$ cat config.mk
export PLATFORM = sky130hd
export DESIGN_NAME = pbnp_ctrl
export DESIGN_NICKNAME = d
export VERILOG_FILES = /design/src/design/pbnp_pkg.sv /design/src/design/pbnp_ctrl.sv
export SDC_FILE = /design/constraint.sdc
export NUM_CORES = 1
export LEC_CHECK = 0
export ABC_AREA = 1
export BUFFER_PORTS_ARGS = -buffer_cell sky130_fd_sc_hd__buf_2
export CORE_AREA = 2 2 39 41
export DETAILED_ROUTE_END_ITERATION = 7
export DIE_AREA = 0 0 41 43
export GPL_TIMING_DRIVEN = 0
export PLACE_DENSITY = 0.47
export SLEW_MARGIN = 20
export SYNTH_ARGS = -nofsm -noshare
export SYNTH_HDL_FRONTEND = slang
export SYNTH_SLANG_ARGS = --single-unit
$ cat constraint.sdc
create_clock -name clk -period 1.4 [get_ports clk]
set_clock_uncertainty 0.15 [all_clocks]
set_input_delay 0 -clock clk [delete_from_list [all_inputs] [get_ports clk]]
set_output_delay 0 -clock clk [all_outputs]
set_load 0.02 [all_outputs]
$ cat src/design/pbnp_pkg.sv
// Shared constants, codes and control types for the path bisection nearest-point unit.
`timescale 1ns / 1ps

package pbnp_pkg;

	// Store geometry
	localparam int MAX_POINTS = 4096;
	localparam int ADDR_W     = $clog2(MAX_POINTS);
	localparam int CNT_W      = ADDR_W + 1;

	// Field widths
	localparam int COORD_W  = 31;
	localparam int OP_W     = 2;
	localparam int STATUS_W = 2;
	localparam int INDEX_W  = 12;
	localparam int HELD_W   = 13;
	localparam int WORD_W   = 3 * COORD_W;
	localparam int SQ_W     = 2 * COORD_W;
	localparam int DIST_W   = SQ_W + 1;

	// Bisection stops once the span holds this many points or fewer
	localparam int SPAN_LIMIT = 3;

	// Opcodes
	localparam logic [OP_W-1:0] OP_APPEND = 2'd0;
	localparam logic [OP_W-1:0] OP_CLEAR  = 2'd1;
	localparam logic [OP_W-1:0] OP_QUERY  = 2'd2;

	// Result status codes
	localparam logic [STATUS_W-1:0] ST_OK    = 2'd0;
	localparam logic [STATUS_W-1:0] ST_EMPTY = 2'd1;
	localparam logic [STATUS_W-1:0] ST_FULL  = 2'd2;

	// Controller to datapath commands
	typedef struct packed {
		logic load_item;   // finish an item that needs no search and load the result register
		logic start_query; // latch query point, open span over the whole path
		logic rd_last;     // read address is the span's last point
		logic cap_first;   // capture distance to the span's first point
		logic step;        // compare distances and halve the span
		logic emit_found;  // load result from the span's first point
	} pbnp_cmd_t;

	// Datapath to controller status
	typedef struct packed {
		logic count_zero;
		logic span_big;
	} pbnp_sts_t;

endpackage

$ cat src/design/pbnp_ctrl.sv
// Controller state machine: handshakes and sequencing of the bisection steps.
`timescale 1ns / 1ps

module pbnp_ctrl import pbnp_pkg::*; (
	input  logic            clk,
	input  logic            arst_n,
	input  logic            req_valid,
	input  logic [OP_W-1:0] req_opcode,
	output logic            req_ready,
	output logic            rsp_valid,
	input  logic            rsp_ready,
	input  pbnp_sts_t       sts,
	output pbnp_cmd_t       cmd
);

	localparam logic [3:0] S_IDLE   = 4'd0;
	localparam logic [3:0] S_CHECK  = 4'd1;
	localparam logic [3:0] S_RD_F   = 4'd2;
	localparam logic [3:0] S_RD_L   = 4'd3;
	localparam logic [3:0] S_P1     = 4'd4;
	localparam logic [3:0] S_P2     = 4'd5;
	localparam logic [3:0] S_CAPF   = 4'd6;
	localparam logic [3:0] S_DEC    = 4'd7;
	localparam logic [3:0] S_RD_Z   = 4'd8;
	localparam logic [3:0] S_WAIT_Z = 4'd9;

	logic [3:0] state_q, state_d;
	logic       rsp_valid_q;
	logic       accept;

	// Take an item only when idle and the result slot is free or draining
	assign req_ready = (state_q == S_IDLE) && (!rsp_valid_q || rsp_ready);
	assign accept    = req_valid && req_ready;
	assign rsp_valid = rsp_valid_q;

	// Next state and commands
	always_comb begin
		state_d = state_q;
		cmd     = '0;
		unique case (state_q)
			S_IDLE: begin
				if (accept) begin
					if (req_opcode == OP_QUERY && !sts.count_zero) begin
						cmd.start_query = 1'b1;
						state_d         = S_CHECK;
					end else begin
						cmd.load_item = 1'b1;
					end
				end
			end
			S_CHECK:  state_d = sts.span_big ? S_RD_F : S_RD_Z;
			S_RD_F:   state_d = S_RD_L;
			S_RD_L: begin
				cmd.rd_last = 1'b1;
				state_d     = S_P1;
			end
			S_P1:     state_d = S_P2;
			S_P2:     state_d = S_CAPF;
			S_CAPF: begin
				cmd.cap_first = 1'b1;
				state_d       = S_DEC;
			end
			S_DEC: begin
				cmd.step = 1'b1;
				state_d  = S_CHECK;
			end
			S_RD_Z:   state_d = S_WAIT_Z;
			S_WAIT_Z: begin
				cmd.emit_found = 1'b1;
				state_d        = S_IDLE;
			end
			default:  state_d = S_IDLE;
		endcase
	end

	// State and result-valid registers
	always_ff @(posedge clk or negedge arst_n) begin
		if (!arst_n) begin
			state_q     <= S_IDLE;
			rsp_valid_q <= 1'b0;
		end else begin
			state_q <= state_d;
			if (cmd.load_item || cmd.emit_found) begin
				rsp_valid_q <= 1'b1;
			end else if (rsp_ready) begin
				rsp_valid_q <= 1'b0;
			end
		end
	end

	// A query result never lands on a result that is still waiting
	a_emit_slot_free: assert property (@(posedge clk) disable iff (!arst_n)
		cmd.emit_found |-> !rsp_valid_q)
		else $error("query result overwrites a pending result");

	// While a query is in flight no further result is produced before it
	a_query_no_early_result: assert property (@(posedge clk) disable iff (!arst_n)
		cmd.start_query |=> !rsp_valid_q)
		else $error("result valid while query in flight");

	// A waiting result holds until it is taken
	a_rsp_hold: assert property (@(posedge clk) disable iff (!arst_n)
		rsp_valid_q && !rsp_ready |=> rsp_valid_q)
		else $error("pending result dropped");

endmodule

# == Word level (Yosys, flattened, before mapping) ==
# Index checks and enable logic that the tools add are counted.
# totals
inputBits,8
regBits,5
out_inout_bits,8
wordCells,38
# op_classes
mux,14
n_eq_ne,12
reduce_logical,10
# ops
op,n
4-bit one-hot mux with 9 select lines,1
"4-bit by 3-bit equality test with 1-bit output, second input constant",4
4-bit 2-to-1 mux,3
"4-bit by 2-bit equality test with 1-bit output, second input constant",2
"4-bit equality test, second input constant",2
1-bit 2-to-1 mux,8
"4-bit by 1-bit equality test with 1-bit output, second input constant",1
4-bit logical NOT,1
2-bit 2-to-1 mux,2
1-bit logical AND,3
"2-bit equality test, second input constant",1
1-bit logical NOT,2
1-bit logical OR,2
"2-bit by 1-bit inequality test with 1-bit output, second input constant",1
"2-bit inequality test, second input constant",1
2-bit AND reduction,1
2-bit nonzero test,1

# == Logic depth before layout (Yosys ltp) ==
# depth
word_depth,8
mapped_depth,6
ltp_nobuf,6

# == Worst setup path before layout ==
# Ideal clock, no wire load.
# synth_path
path_type,reg2out
start,reg state_q[0]
end,out cmd[4] (netlist name)
path_buffers,0
arrival_time_ns,1.150
t_required_ns,1.250
path_stages_with_launch,6
path_slack_ns,0.100
path_cell_list,dfrtp_1 nor2_1 nand2_2 nor2_4 nand2_1 nor2_1
# synth_lines
element,line_no,source
from (decl),pbnp_ctrl.sv:27,"logic [3:0] state_q, state_d;"
from (signal assigned),pbnp_ctrl.sv:82,state_q <= state_d;
to (decl),pbnp_ctrl.sv:13,output pbnp_cmd_t cmd

==> key figures <==
Worst setup path
  • Worst path required time: 1.25 ns
  • Critical-path cell list: nor2_4, nand2_2, nor2_4, nand2_1, nor2_1, buf_4
  • Top delay family on crit path: simple AND/OR/NAND/NOR gates
  • Crit-path max FO: 4
  • Max stage delay on crit path: 0.43 ns
  • Critical Path AT: 1.25 ns
  • Crit end category: primary output
  • CP bufs+invs: 1
  • Startpoint types: register
  • R2R setup slack: 0.15 ns
  • Most frequent CP cell: nor2_4
  • Critical-path top delay cell: dfrtp_2
  • Crit Path Class: register to primary output

Run status
  • Status: finished with violations
  • Failing checks: hold timing, setup timing

STA
  • Hold WS: -0.0395 ns
  • Slew HR: 78.7%
  • Worst-Margin Slew: 0.318 ns
  • Fmax: 712 MHz
  • Pins Over Slew Limit: 0
  • Unrepaired setup endpoints after global routing: yes
  • Fin. Hold Viols: 1
  • Final period util: 100%
  • Min cycle time layout: 1.40 ns
  • Final setup margin: -0.00460 ns
  • Final setup fails: 2

Power
  • Pwr Density: 2140 nW/µm²
  • Pleak: 0.332 nW
  • Worst ir drop on vdd: 0.00114 V
  • Design Power: 1.27 mW

Clock tree
  • CTS tree: yes
  • CTS buffer count: 3
  • H-tree depth: 1
  • Maximum clock path buffer count: 2
  • Clock Sinks: 5
  • CTS Root Cell: clkbuf_4
  • Clock-pin slew on the worst setup and hold paths: 0.04 ns
  • Clk_lat worst skew: 0.24 ns

Drt
  • DR WL/cell: 8.82 µm
  • Residual DRC: 0
  • Drt total wl: 873 µm
  • Routed Antenna Nets: 0
  • Vias: 420
  • DR iter-0 viols: 6
  • Via density per instance: 4.24
  • First-pass iteration count of the detailed router: 4

Floorplanning
  • Die X: 41 µm
  • Die area: 1760 µm²
  • # rows: 14
  • Number of top-level pins: 16
  • Initial Util: 25.0%
  • Core area: 1380 µm²
  • Die Ht: 43 µm

Job
  • Maxcap violations: 0

Place
  • Post-DP HPWL: 605 µm
  • RD Place Congestion: 0.690
  • Number of port buffers: 15
  • Place WS: 0.186 ns

Yosys
  • Syn_nets: 62
  • Post-synth cell types: 12
  • Seq/Total Area, Yosys: 36.1%
  • Flops & latches, synth: 5
  • Synthesis Warnings: 0
  • Synthesized area: 347 µm²
  • Avg Cell Area, Syn: 6.42 µm²
  • Gate count of the mapped netlist: 54

Global route
  • Gr usage total: 13.2%
  • Gr busiest metal: met2
  • Grt met1 use: 16.3%
  • Initial antenna violation count: 0
  • Grt ovf: 0
  • Met2 Use GR: 19.7%
  • First-pass GRT wire length: 1.55 mm
  • Grt met3 use: 7.85%
  • Largest net degree at the start of global routing: 6
  • Vias in the first global route: 375

Cells and area
  • Nets: 92
  • Fill cells: 138
  • Fraction of final layout cells sized beyond drive strength 1: 44.6%
  • Area Overhead vs Synth: 71.1%
  • Post-layout util: 42.9%
  • Diodes inserted: 0

Hold path
  • Worst Hold Class: input port to register
## path summary, 6_finish.rpt
path	end	from	cells after the start
max	cmd[4]	state_q[0]	6
min	rsp_valid	rsp_ready	4
max reg2reg	state_q[0]	state_q[0]	7
min reg2reg	state_q[3]	state_q[0]	3
max in group asynchronous	state_q[0]	arst_n	3
min in group asynchronous	state_q[2]	arst_n	3
## per-layer routing
metal / routed length (µm) / vias to the layer above
met5: 0 / -
met3: 87 / 0
li1: - / 220
met1: 390 / 179
met4: 0 / 0
met2: 396 / 21
## worst reg2reg max path, cell delays in order (launching register included)
cell     delay (ns)
dfrtp_2        0.43
buf_4          0.15
inv_2          0.08
nand2_1        0.05
nor2_1         0.11
o21ai_1        0.08
nand2_1        0.06
nor2_1         0.04
## power breakdown
group | internal (mW) | switching (mW)
combinational | 0.324 | 0.461
clock | 0.108 | 0.0565
sequential | 0.224 | 0.0978
total | 0.655 | 0.616
## cell type report
class	count	area (µm²)	area share, %
clock buffers	4	26.3	4.43
inverters	11	41.3	6.96
repair buffers	25	179	30.2
multi-input cells	38	196	33.1
flip-flops and latches	5	130	21.9
well taps	16	20.0	3.38
## sequential cells by signal, summed over array words and instances, names as in the netlist
signal	cells
state_q	4
rsp_valid	1
## stage by stage
| step | setup TNS, ns | instances | area [µm²] |
|---|---|---|---|
| CTS | -0.0173 | 99 | 576 |
| global route | -0.262 | 99 | 593 |
| finish | -0.00568 | 99 | 593 |
| global placement | 0 | 85 | 442 |
| detailed placement | 0 | 85 | 442 |
| floorplan | 0 | 54 | 347 |
## synth_stat cells, drive strengths merged
cell type / count / area, µm²
inv: 11 / 41.3
nand3: 3 / 15.0
o21ai: 5 / 25.0
nor3: 2 / 15.0
nor2: 13 / 63.8
dfrtp: 5 / 125
nand2: 15 / 61.3
## cell usage in the layout, fill, tap and decap left out
cell type and n:
inv_2 4, dfrtp_1 1, clkbuf_1 1, inv_1 7
buf_4 7, buf_2 11, dfrtp_2 4, dlygate4sd3_1 6
clkbuf_4 3, nand2_1 12, o21ai_1 3, nor2_4 3
nor3_4 1, nor2_1 10, buf_6 1, nand2_2 3
nor3_1 1, o21ai_0 2, nand3_1 3
## cell families (layout without fill, tap and decap cells)
logic type,Yosys count,in the layout,share of synthesized area (%)
AOI/OAI and AO/OA,5,5,7.22
buffers and inverters,11,40,11.9
DFF,5,5,36.1
and+or+nand+nor,33,33,44.8
## timing repair
action | in CTS | in global routing
hold endpoints to repair | 9 | 0
hold buffers | 6 | 0
buffers inserted | 4 | 0
pin swaps | 2 | 0
cloned | 0 | 0
gates resized for setup | 8 | 6
setup endpoints to repair | 2 | 5
Note: power is estimated with default switching activity, not from simulation.
